[src/rtl/gmsn_pkg.sv]
// Shared types and constants for the grid mesh smooth normal block.
`timescale 1ns / 1ps
`default_nettype none

package gmsn_pkg;

    localparam int MAX_SIDE        = 256;
    localparam int SQRT_ITERATIONS = 16;
    localparam int ROOT_ITERS      = (SQRT_ITERATIONS > 32) ? 32 : SQRT_ITERATIONS;

    localparam int COL_W     = (MAX_SIDE > 2) ? $clog2(MAX_SIDE) : 1;
    localparam int ADDR_W    = COL_W + 1;
    localparam int RAM_DEPTH = 2 * MAX_SIDE;
    localparam int SIDE_W    = 9;
    localparam int SPACING_W = 16;
    localparam int HEIGHT_W  = 16;
    localparam int NORM_W    = 16;
    localparam int SUM_W     = 18;
    localparam int VEC_W     = 20;
    localparam int DIV_BITS  = 16;
    localparam int CFG_IDX_W = 1;
    localparam int CFG_DATA_W = 16;

    localparam logic [CFG_IDX_W-1:0] CFG_GRID_SIDE    = 1'b0;
    localparam logic [CFG_IDX_W-1:0] CFG_GRID_SPACING = 1'b1;

    typedef struct packed {
        logic signed [VEC_W-1:0] x;
        logic signed [VEC_W-1:0] y;
        logic signed [VEC_W-1:0] z;
    } vec_t;

    typedef struct packed {
        logic signed [NORM_W-1:0] x;
        logic signed [NORM_W-1:0] y;
        logic signed [NORM_W-1:0] z;
    } nrm_t;

    typedef struct packed {
        logic signed [SUM_W-1:0] x;
        logic signed [SUM_W-1:0] y;
        logic signed [SUM_W-1:0] z;
    } sum_t;

    typedef struct packed {
        logic start;
        vec_t vec;
    } norm_req_t;

    typedef struct packed {
        logic done;
        nrm_t n;
    } norm_rsp_t;

    typedef enum logic [2:0] {
        N_IDLE,
        N_SHIFT,
        N_SQUARE,
        N_ROOT,
        N_DIV
    } norm_state_t;

    typedef enum logic [3:0] {
        S_IDLE,
        S_READ,
        S_FACE_REQ,
        S_FACE_WAIT,
        S_ACCUM,
        S_WRITE,
        S_EMIT_REQ,
        S_EMIT_WAIT,
        S_OUT
    } top_state_t;

endpackage

`default_nettype wire

[src/rtl/gmsn_norm.sv]
// Iterative vector normalizer: scale, sum of squares, bit-serial root, bit-serial divide.
`timescale 1ns / 1ps
`default_nettype none

module gmsn_norm (
    input  logic                clk,
    input  logic                rst_n,
    input  gmsn_pkg::norm_req_t req,
    output gmsn_pkg::norm_rsp_t rsp
);
    import gmsn_pkg::*;

    localparam int MAG_W  = VEC_W;
    localparam int NUM_W  = 47;
    localparam int REM_W  = 36;
    localparam int CNT_W  = $clog2(((ROOT_ITERS > DIV_BITS) ? ROOT_ITERS : DIV_BITS) + 1);

    norm_state_t state_reg, state_next;
    logic done_reg, done_next;

    logic [2:0][MAG_W-1:0]  mag_reg, mag_next;
    logic [2:0]             neg_reg, neg_next;
    logic [1:0]             idx_reg, idx_next;
    logic [CNT_W-1:0]       cnt_reg, cnt_next;
    logic [31:0]            acc_reg, acc_next;
    logic [63:0]            x_reg, x_next;
    logic [31:0]            q_reg, q_next;
    logic [REM_W-1:0]       rem_reg, rem_next;
    logic [31:0]            root_reg, root_next;
    logic [32:0]            drem_reg, drem_next;
    logic [DIV_BITS-1:0]    dlow_reg, dlow_next;
    logic [DIV_BITS-1:0]    quo_reg, quo_next;
    logic [2:0][NORM_W-1:0] res_reg, res_next;

    logic [2:0][VEC_W-1:0]  in_vec;
    logic                   any_hi, all_lo;
    logic [29:0]            sq;
    logic [REM_W-1:0]       rem_sh, trial;
    logic [31:0]            root_v;
    logic [NUM_W-1:0]       num;
    logic [32:0]            dtrial;
    logic [DIV_BITS-1:0]    sat;

    assign in_vec[0] = req.vec.x;
    assign in_vec[1] = req.vec.y;
    assign in_vec[2] = req.vec.z;

    always_comb
    begin
        any_hi = 1'b0;
        all_lo = 1'b1;
        for (int i = 0; i < 3; i++)
        begin
            any_hi = any_hi | (|mag_reg[i][MAG_W-1:15]);
            all_lo = all_lo & ~(|mag_reg[i][MAG_W-1:14]);
        end
    end

    always_comb
    begin
        state_next = state_reg;
        done_next  = 1'b0;
        mag_next   = mag_reg;
        neg_next   = neg_reg;
        idx_next   = idx_reg;
        cnt_next   = cnt_reg;
        acc_next   = acc_reg;
        x_next     = x_reg;
        q_next     = q_reg;
        rem_next   = rem_reg;
        root_next  = root_reg;
        drem_next  = drem_reg;
        dlow_next  = dlow_reg;
        quo_next   = quo_reg;
        res_next   = res_reg;
        sq         = '0;
        rem_sh     = '0;
        trial      = '0;
        root_v     = '0;
        num        = '0;
        dtrial     = '0;
        sat        = '0;
        unique case (state_reg)
            N_IDLE:
            begin
                if (req.start)
                begin
                    for (int i = 0; i < 3; i++)
                    begin
                        neg_next[i] = in_vec[i][VEC_W-1];
                        mag_next[i] = in_vec[i][VEC_W-1] ? MAG_W'(-in_vec[i]) : in_vec[i];
                    end
                    if (in_vec == '0)
                    begin
                        res_next  = '0;
                        done_next = 1'b1;
                    end
                    else
                    begin
                        state_next = N_SHIFT;
                    end
                end
            end
            N_SHIFT:
            begin
                // bring the largest magnitude into [2^14, 2^15)
                if (any_hi)
                begin
                    for (int i = 0; i < 3; i++)
                    begin
                        mag_next[i] = mag_reg[i] >> 1;
                    end
                end
                else if (all_lo)
                begin
                    for (int i = 0; i < 3; i++)
                    begin
                        mag_next[i] = mag_reg[i] << 1;
                    end
                end
                else
                begin
                    state_next = N_SQUARE;
                    idx_next   = 2'd0;
                    acc_next   = '0;
                end
            end
            N_SQUARE:
            begin
                sq       = mag_reg[idx_reg][14:0] * mag_reg[idx_reg][14:0];
                acc_next = acc_reg + 32'(sq);
                if (idx_reg == 2'd2)
                begin
                    state_next = N_ROOT;
                    x_next     = {acc_next, 32'd0};
                    q_next     = '0;
                    rem_next   = '0;
                    cnt_next   = '0;
                end
                else
                begin
                    idx_next = idx_reg + 2'd1;
                end
            end
            N_ROOT:
            begin
                // restoring square root, two radicand bits per step
                rem_sh = {rem_reg[REM_W-3:0], x_reg[63:62]};
                trial  = {2'b00, q_reg, 2'b01};
                if (rem_sh >= trial)
                begin
                    rem_next = rem_sh - trial;
                    q_next   = {q_reg[30:0], 1'b1};
                end
                else
                begin
                    rem_next = rem_sh;
                    q_next   = {q_reg[30:0], 1'b0};
                end
                x_next   = {x_reg[61:0], 2'b00};
                cnt_next = cnt_reg + 1'b1;
                if (cnt_reg == CNT_W'(ROOT_ITERS - 1))
                begin
                    root_v     = q_next << (32 - ROOT_ITERS);
                    root_next  = (root_v == '0) ? 32'd1 : root_v;
                    state_next = N_DIV;
                    idx_next   = 2'd0;
                    cnt_next   = '0;
                end
            end
            N_DIV:
            begin
                if (cnt_reg == '0)
                begin
                    // rounded numerator; its top part is already below the divisor
                    num       = (NUM_W'(mag_reg[idx_reg][14:0]) << 30) + NUM_W'(root_reg >> 1);
                    drem_next = {2'b00, num[NUM_W-1:DIV_BITS]};
                    dlow_next = num[DIV_BITS-1:0];
                    quo_next  = '0;
                    cnt_next  = CNT_W'(1);
                end
                else
                begin
                    dtrial = {drem_reg[31:0], dlow_reg[DIV_BITS-1]};
                    if (dtrial >= {1'b0, root_reg})
                    begin
                        drem_next = dtrial - {1'b0, root_reg};
                        quo_next  = {quo_reg[DIV_BITS-2:0], 1'b1};
                    end
                    else
                    begin
                        drem_next = dtrial;
                        quo_next  = {quo_reg[DIV_BITS-2:0], 1'b0};
                    end
                    dlow_next = dlow_reg << 1;
                    cnt_next  = cnt_reg + 1'b1;
                    if (cnt_reg == CNT_W'(DIV_BITS))
                    begin
                        sat = (quo_next > DIV_BITS'(16384)) ? DIV_BITS'(16384) : quo_next;
                        res_next[idx_reg] = neg_reg[idx_reg] ? NORM_W'(-sat) : NORM_W'(sat);
                        cnt_next = '0;
                        if (idx_reg == 2'd2)
                        begin
                            state_next = N_IDLE;
                            done_next  = 1'b1;
                        end
                        else
                        begin
                            idx_next = idx_reg + 2'd1;
                        end
                    end
                end
            end
            default:
            begin
                state_next = N_IDLE;
            end
        endcase
    end

    always_ff @(posedge clk or negedge rst_n)
    begin
        if (!rst_n)
        begin
            state_reg <= N_IDLE;
            done_reg  <= 1'b0;
        end
        else
        begin
            state_reg <= state_next;
            done_reg  <= done_next;
        end
    end

    always_ff @(posedge clk)
    begin
        mag_reg  <= mag_next;
        neg_reg  <= neg_next;
        idx_reg  <= idx_next;
        cnt_reg  <= cnt_next;
        acc_reg  <= acc_next;
        x_reg    <= x_next;
        q_reg    <= q_next;
        rem_reg  <= rem_next;
        root_reg <= root_next;
        drem_reg <= drem_next;
        dlow_reg <= dlow_next;
        quo_reg  <= quo_next;
        res_reg  <= res_next;
    end

    assign rsp.done = done_reg;
    assign rsp.n.x  = res_reg[0];
    assign rsp.n.y  = res_reg[1];
    assign rsp.n.z  = res_reg[2];

    a_done_idle: assert property (@(posedge clk) disable iff (!rst_n)
        done_reg |-> state_reg == N_IDLE)
        else $error("normalizer done outside idle");

    a_shift_nonzero: assert property (@(posedge clk) disable iff (!rst_n)
        state_reg == N_SHIFT |-> mag_reg != '0)
        else $error("scaling a zero vector");

    a_unit_range: assert property (@(posedge clk) disable iff (!rst_n)
        done_reg |-> (rsp.n.x <= 16384 && rsp.n.x >= -16384
                   && rsp.n.y <= 16384 && rsp.n.y >= -16384
                   && rsp.n.z <= 16384 && rsp.n.z >= -16384))
        else $error("normal component out of range");

endmodule

`default_nettype wire

[config.mk]
export PLATFORM = sky130hd
export DESIGN_NAME = gmsn_norm
export DESIGN_NICKNAME = d
export VERILOG_FILES = /design/src/rtl/gmsn_pkg.sv /design/src/rtl/gmsn_norm.sv
export SDC_FILE = /design/constraint.sdc
export NUM_CORES = 1
export LEC_CHECK = 0
export BUFFER_PORTS_ARGS = -buffer_cell sky130_fd_sc_hd__buf_2
export CORE_UTILIZATION = 45
export CTS_BUF_LIST = sky130_fd_sc_hd__clkbuf_8
export DETAILED_ROUTE_END_ITERATION = 12
export SYNTH_ARGS = -nofsm -noshare
export SYNTH_HDL_FRONTEND = slang
export SYNTH_SLANG_ARGS = --single-unit
[constraint.sdc]
create_clock -name clk -period 8.2 [get_ports clk]
set_clock_uncertainty 0.05 [all_clocks]
set_input_delay 0.82 -clock clk [delete_from_list [all_inputs] [get_ports clk]]
set_output_delay 0.82 -clock clk [all_outputs]
set_load 0.02 [all_outputs]
# Word level (Yosys, flattened, before mapping)

Cells that the tools add are included.

Memory bits (read-only): 0
Memory bits (writable): 0
Bits in registers: 379
Memories kept: 0
Output and inout bits: 49
Bits in latches: 0

Magnitude comparators: 5
Reduce and logical (&&, ||, !) cells: 26
Multiplexer cells: 68
Shift-type cells: 0
Multiply operators: 1
Add/sub/neg operators: 10
Equality and inequality tests: 18
Divide/modulo/power cells: 0
Bitwise gates (word level): 7

Operator list:

| operator                                     | number |
|---|---|
| 2-to-1 mux 48 bit                            | 4 |
| 2-to-1 mux 60 bit                            | 3 |
| 2-to-1 mux 32 bit                            | 5 |
| case mux 32 bit (2 select lines)             | 2 |
| case mux 64 bit (2 select lines)             | 1 |
| case mux 60 bit (2 select lines)             | 1 |
| 2-to-1 mux 16 bit                            | 6 |
| case mux 48 bit (2 select lines)             | 1 |
| 2-to-1 mux 34 bit                            | 2 |
| case mux 34 bit (2 select lines)             | 1 |
| 2-to-1 mux 64 bit                            | 1 |
| zero test 60 bit                             | 1 |
| 2-to-1 mux 20 bit                            | 3 |
| negator 20 bit                               | 3 |
| bitwise mux 48 bit                           | 1 |
| adder 45 x 31 -> 46 bit                      | 1 |
| binary-select mux 20 bit (select 2 bit)      | 1 |
| greater-or-equal comparator 36 x 34 -> 1 bit | 1 |
| subtractor 34 bit                            | 1 |
| greater-or-equal comparator 33 x 32 -> 1 bit | 1 |
| adder 32 x 30 -> 32 bit                      | 1 |
| demux 16 bit (select 2 bit)                  | 1 |
| zero test 32 bit                             | 1 |
| subtractor 32 bit                            | 1 |
| other kinds (42)                             | 91 |

# Longest topological paths before layout

Word-level depth: 12
Mapped depth: 30

# Worst setup path after synthesis

OpenSTA, ideal clock, no wires.

Kind: register -> register
Start: reg idx_reg[0]
End: reg x_reg[62] (data pin)
Arrival: 7.395 ns
Path slack: 0.485 ns
Library setup time: 0.270 ns
Cell stages (with the launch flop): 30
Path buffers: 4
Cell sequence: edfxtp_1 -> buf_2 -> nor2b_1 -> clkbuf_1 -> buf_1 -> a21o_1 -> clkbuf_1 -> inv_1 -> nor2_1 -> inv_1 -> fa_1 -> fa_1 -> inv_1 -> fa_1 -> inv_1 -> fa_1 -> inv_1 -> fa_1 -> inv_1 -> fa_1 -> inv_1 -> ha_1 -> o21a_1 -> a221oi_1 -> o21ai_0 -> a221o_1 -> o41ai_1 -> o21ai_0 -> xnor2_1 -> o21ai_0

Cells in the longest elaborated chain, start to end: 6

Ends and longest elaborated chain:

| item                                    | RTL line         | source |
|---|---|---|
| start: declaration                      | gmsn_norm.sv:23  | `logic [1:0] idx_reg, idx_next;` |
| start signal: assignment                | gmsn_norm.sv:239 | `idx_reg <= idx_next;` |
| binary-select mux 20 bit (select 2 bit) | gmsn_norm.sv:130 | `sq = mag_reg[idx_reg][14:0] * mag_reg[idx_reg][14:0];` |
| 2-to-1 mux 15 bit (not written as such) | gmsn_norm.sv:130 |  |
| multiplier 15 x 15 -> 30 bit            | gmsn_norm.sv:130 |  |
| adder 32 x 30 -> 32 bit                 | gmsn_norm.sv:131 | `acc_next = acc_reg + 32'(sq);` |
| 2-to-1 mux 64 bit                       | gmsn_norm.sv:132 | `if (idx_reg == 2'd2)` |
| case mux 64 bit (2 select lines)        | gmsn_norm.sv:83  | `unique case (state_reg)` |
| net x_next[62]                          | gmsn_norm.sv:26  | `logic [63:0] x_reg, x_next;` |
| end signal: assignment                  | gmsn_norm.sv:242 | `x_reg <= x_next;` |
| end: declaration                        | gmsn_norm.sv:26  |  |

The timed path passes the listed nets, and every way through them passes these cells. The select of a mux whose other input is x is not followed.
A chain may end at the register's enable or synchronous reset.

# Worst setup path after layout

Start: reg idx_reg[0]
End: reg x_reg[56] (data pin)

Same word-level chain as after synthesis.

==> impl_metrics.tcl <==
set metrics [dict create \
    fillers 5367 \
    worstMarginPinSlew_ns 1.17 \
    crit_type "flip-flop to flip-flop" \
    num_rows 88 \
    fin_crit_ns 7.69 \
    die_h_um 243 \
    gp_congestion 0.884 \
    cts_buffers 57 \
    first_iter_violations 1278 \
    finalSetupViolations 0 \
    nets 3278 \
    drtAntennaViolNets 0 \
    fin_cells 3695 \
    ys_async_sr_fraction 0.0126 \
    cts_root_buf "clkbuf_8" \
    num_vias 20300 \
    first_pass_iters 5 \
    drcViolationCount 0 \
    htree_levels 2 \
    grt_pass1_wl_mm 109 \
    clk_latency_ns 0.67 \
    tritoncts "built" \
    yosysSeqAreaShare 0.363 \
    slew_headroom 0.211 \
    grt_pass1_vias 20700 \
    reg2reg_depth 25 \
    r2r_end "x_reg[56]$_DFFE_PP_" \
    ios 112 \
    vias_per_cell 5.48 \
    hp-class "input pin to asynchronous set/reset pin" \
    clk_pin_slew_ns 0.06 \
    syn_area_mm2 0.0262 \
    initial_core_util 0.455 \
    ys_seq_elements 317 \
    crit_required_ns 8.51 \
    largest_register_ffs 60 \
    die-width_um 243 \
    dp.cells 3593 \
    clock-sinks 317 \
    worst_setup_path_start_kind "flip-flop" \
    synth_edf_count 313 \
    crit_fanout 14 \
    outcome "finished clean" \
    area_growth_pct 9.98 \
    synth_cell_types 88 \
    r2r-start "idx_reg[0]$_SDFFCE_PN0P_" \
    fmax_ghz 0.130 \
    syn-instance-count 2798 \
    antenna_found_initial 1 \
    grt-ovfl-total 0 \
    most-common-layout-cells "inv_1 (391), nand2_1 (322), edfxtp_1 (313)" \
    fin_setup_tns_ns 0 \
    fp.coreArea_mm2 0.0576 \
    hold_viol 0 \
    drive_gt1_frac 0.104 \
    synth_fp_nets 3188 \
    grt_max_degree 101 \
    final_common_cell "inv_1" \
    routedWlPerCell_um 17.8 \
    grt_usage 0.228 \
    io_buffer_count 111 \
    fin_crit_sh 0.937 \
    endpoint_kind "flip-flop" \
    maxSlewViolCount 0 \
    yosys_warnings 0 \
    critPathArrivalTime_ns 7.99 \
    avgSynthCellArea_um2 9.36 \
    dieArea_mm2 0.0592 \
    wl_mm 65.9 \
    synth_flop_cell "edfxtp_1" \
    r2r_slack_ns 0.51 \
    rsz0062_at_grt "false" \
    cap_violations 0 \
    hpwl_mm 48.9 \
    cts.path.max_buffers 3 \
]
==> layer usage <==
layer | global-route usage | vias up | part of all wire
met5 | 0 | - | 0
met4 | 0.0683 | 0 | 0.026
met3 | 0.0348 | 99 | 0.045
met2 | 0.379 | 406 | 0.48
met1 | 0.306 | 9928 | 0.45
li1 | - | 9824 | -
==> critical path, cell delays in order (launching register included) <==
cell	delay [ns]
edfxtp_1	0.50
buf_4	0.32
mux2i_1	0.22
nor2_1	0.06
a21oi_1	0.33
inv_1	0.25
buf_4	0.23
nand2_1	0.13
fa_1	0.46
fa_1	0.55
inv_1	0.05
fa_1	0.51
fa_1	0.44
fa_1	0.54
inv_1	0.05
fa_1	0.53
inv_1	0.04
ha_1	0.35
nand2_1	0.14
a21oi_1	0.07
or3_1	0.37
a221oi_1	0.52
o211ai_1	0.14
a31oi_1	0.24
xor2_1	0.20
o21ai_0	0.09
==> worst max-delay path by stage <==
stage	end	slack, ns	from	depth (start not counted)
6_report	x_reg[56]$_DFFE_PP_	0.51	idx_reg[0]$_SDFFCE_PN0P_	25
5_1_grt	x_reg[63]$_DFFE_PP_	0.05	idx_reg[0]$_SDFFCE_PN0P_	26
4_1_cts	x_reg[62]$_DFFE_PP_	0.10	idx_reg[0]$_SDFFCE_PN0P_	24
3_5_place_dp	x_reg[62]$_DFFE_PP_	0.14	idx_reg[0]$_SDFFCE_PN0P_	24
3_3_place_gp	x_reg[62]$_DFFE_PP_	0.34	idx_reg[0]$_SDFFCE_PN0P_	24
2_1_floorplan	x_reg[62]$_DFFE_PP_	0.49	idx_reg[0]$_SDFFCE_PN0P_	29
==> area by class of cell <==
cell class / instances / area (µm²) / area share
clock inverters: 40 / 347 / 0.0120
clock buffers: 60 / 826 / 0.0287
well taps: 765 / 957 / 0.0332
repair buffers: 163 / 948 / 0.0329
flip-flops and latches: 317 / 9500 / 0.330
multi-input cells: 1965 / 14800 / 0.513
diodes: 1 / 2.50 / 0.0000869
inverters: 384 / 1440 / 0.0500
==> what timing repair did <==
item                                    4_1_cts  5_1_grt
hold buffers                                  1        0
endpoints found under the setup margin        0        9
setup buffers                                 0        0
resized for setup                             0        5
endpoints found under the hold margin         4        0
==> through the flow <==
stage                     hold slack, ns  area (µm²)  worst slack (ns)  utilization
after detailed placement           0.423       27600             0.144        0.479
after CTS                          0.380       28800             0.105        0.500
after global routing               0.438       28800            0.0456        0.500
after floorplan                    0.434       26200             0.485            -
after global placement             0.423       27600             0.339        0.479
final                              0.435       28800             0.514        0.500
==> cells in the mapped netlist, types with 18 or more instances <==
| cell | count | area [µm²] |
|---|---|---|
| o21ai_0 | 139 | 696 |
| mux2i_1 | 35 | 350 |
| or3_1 | 25 | 156 |
| edfxtp_1 | 313 | 9400 |
| o211ai_1 | 18 | 135 |
| and2_1 | 24 | 150 |
| o31ai_1 | 28 | 210 |
| nor3_1 | 50 | 250 |
| nor2_1 | 278 | 1040 |
| nand3_1 | 75 | 375 |
| inv_1 | 378 | 1420 |
| clkbuf_1 | 115 | 432 |
| ha_1 | 163 | 2040 |
| a31oi_1 | 56 | 350 |
| nand2_1 | 324 | 1220 |
| and3_1 | 20 | 125 |
| xor2_1 | 54 | 473 |
| a211oi_1 | 28 | 210 |
| nand4_1 | 20 | 125 |
| a21o_1 | 36 | 270 |
| fa_1 | 164 | 3280 |
| xnor2_1 | 84 | 736 |
| a21oi_1 | 114 | 571 |
==> kinds of logic (layout without fill, tap and decap cells) <==
kind of cell    Yosys count  in the layout  share of synthesized area
compound gates          553            553                      0.138
fa+ha+maj               327            327                      0.203
xor+xnor                138            138                     0.0461
buf+inv                 516            647                     0.0754
simple gates            907            907                      0.159
flops                   317            317                      0.363
other cells               0              1                          0
mux                      40             40                     0.0155
Power is left out: the tool's default activity adds up to more than one toggle a clock period on the data nets, which glitch-free logic cannot reach.
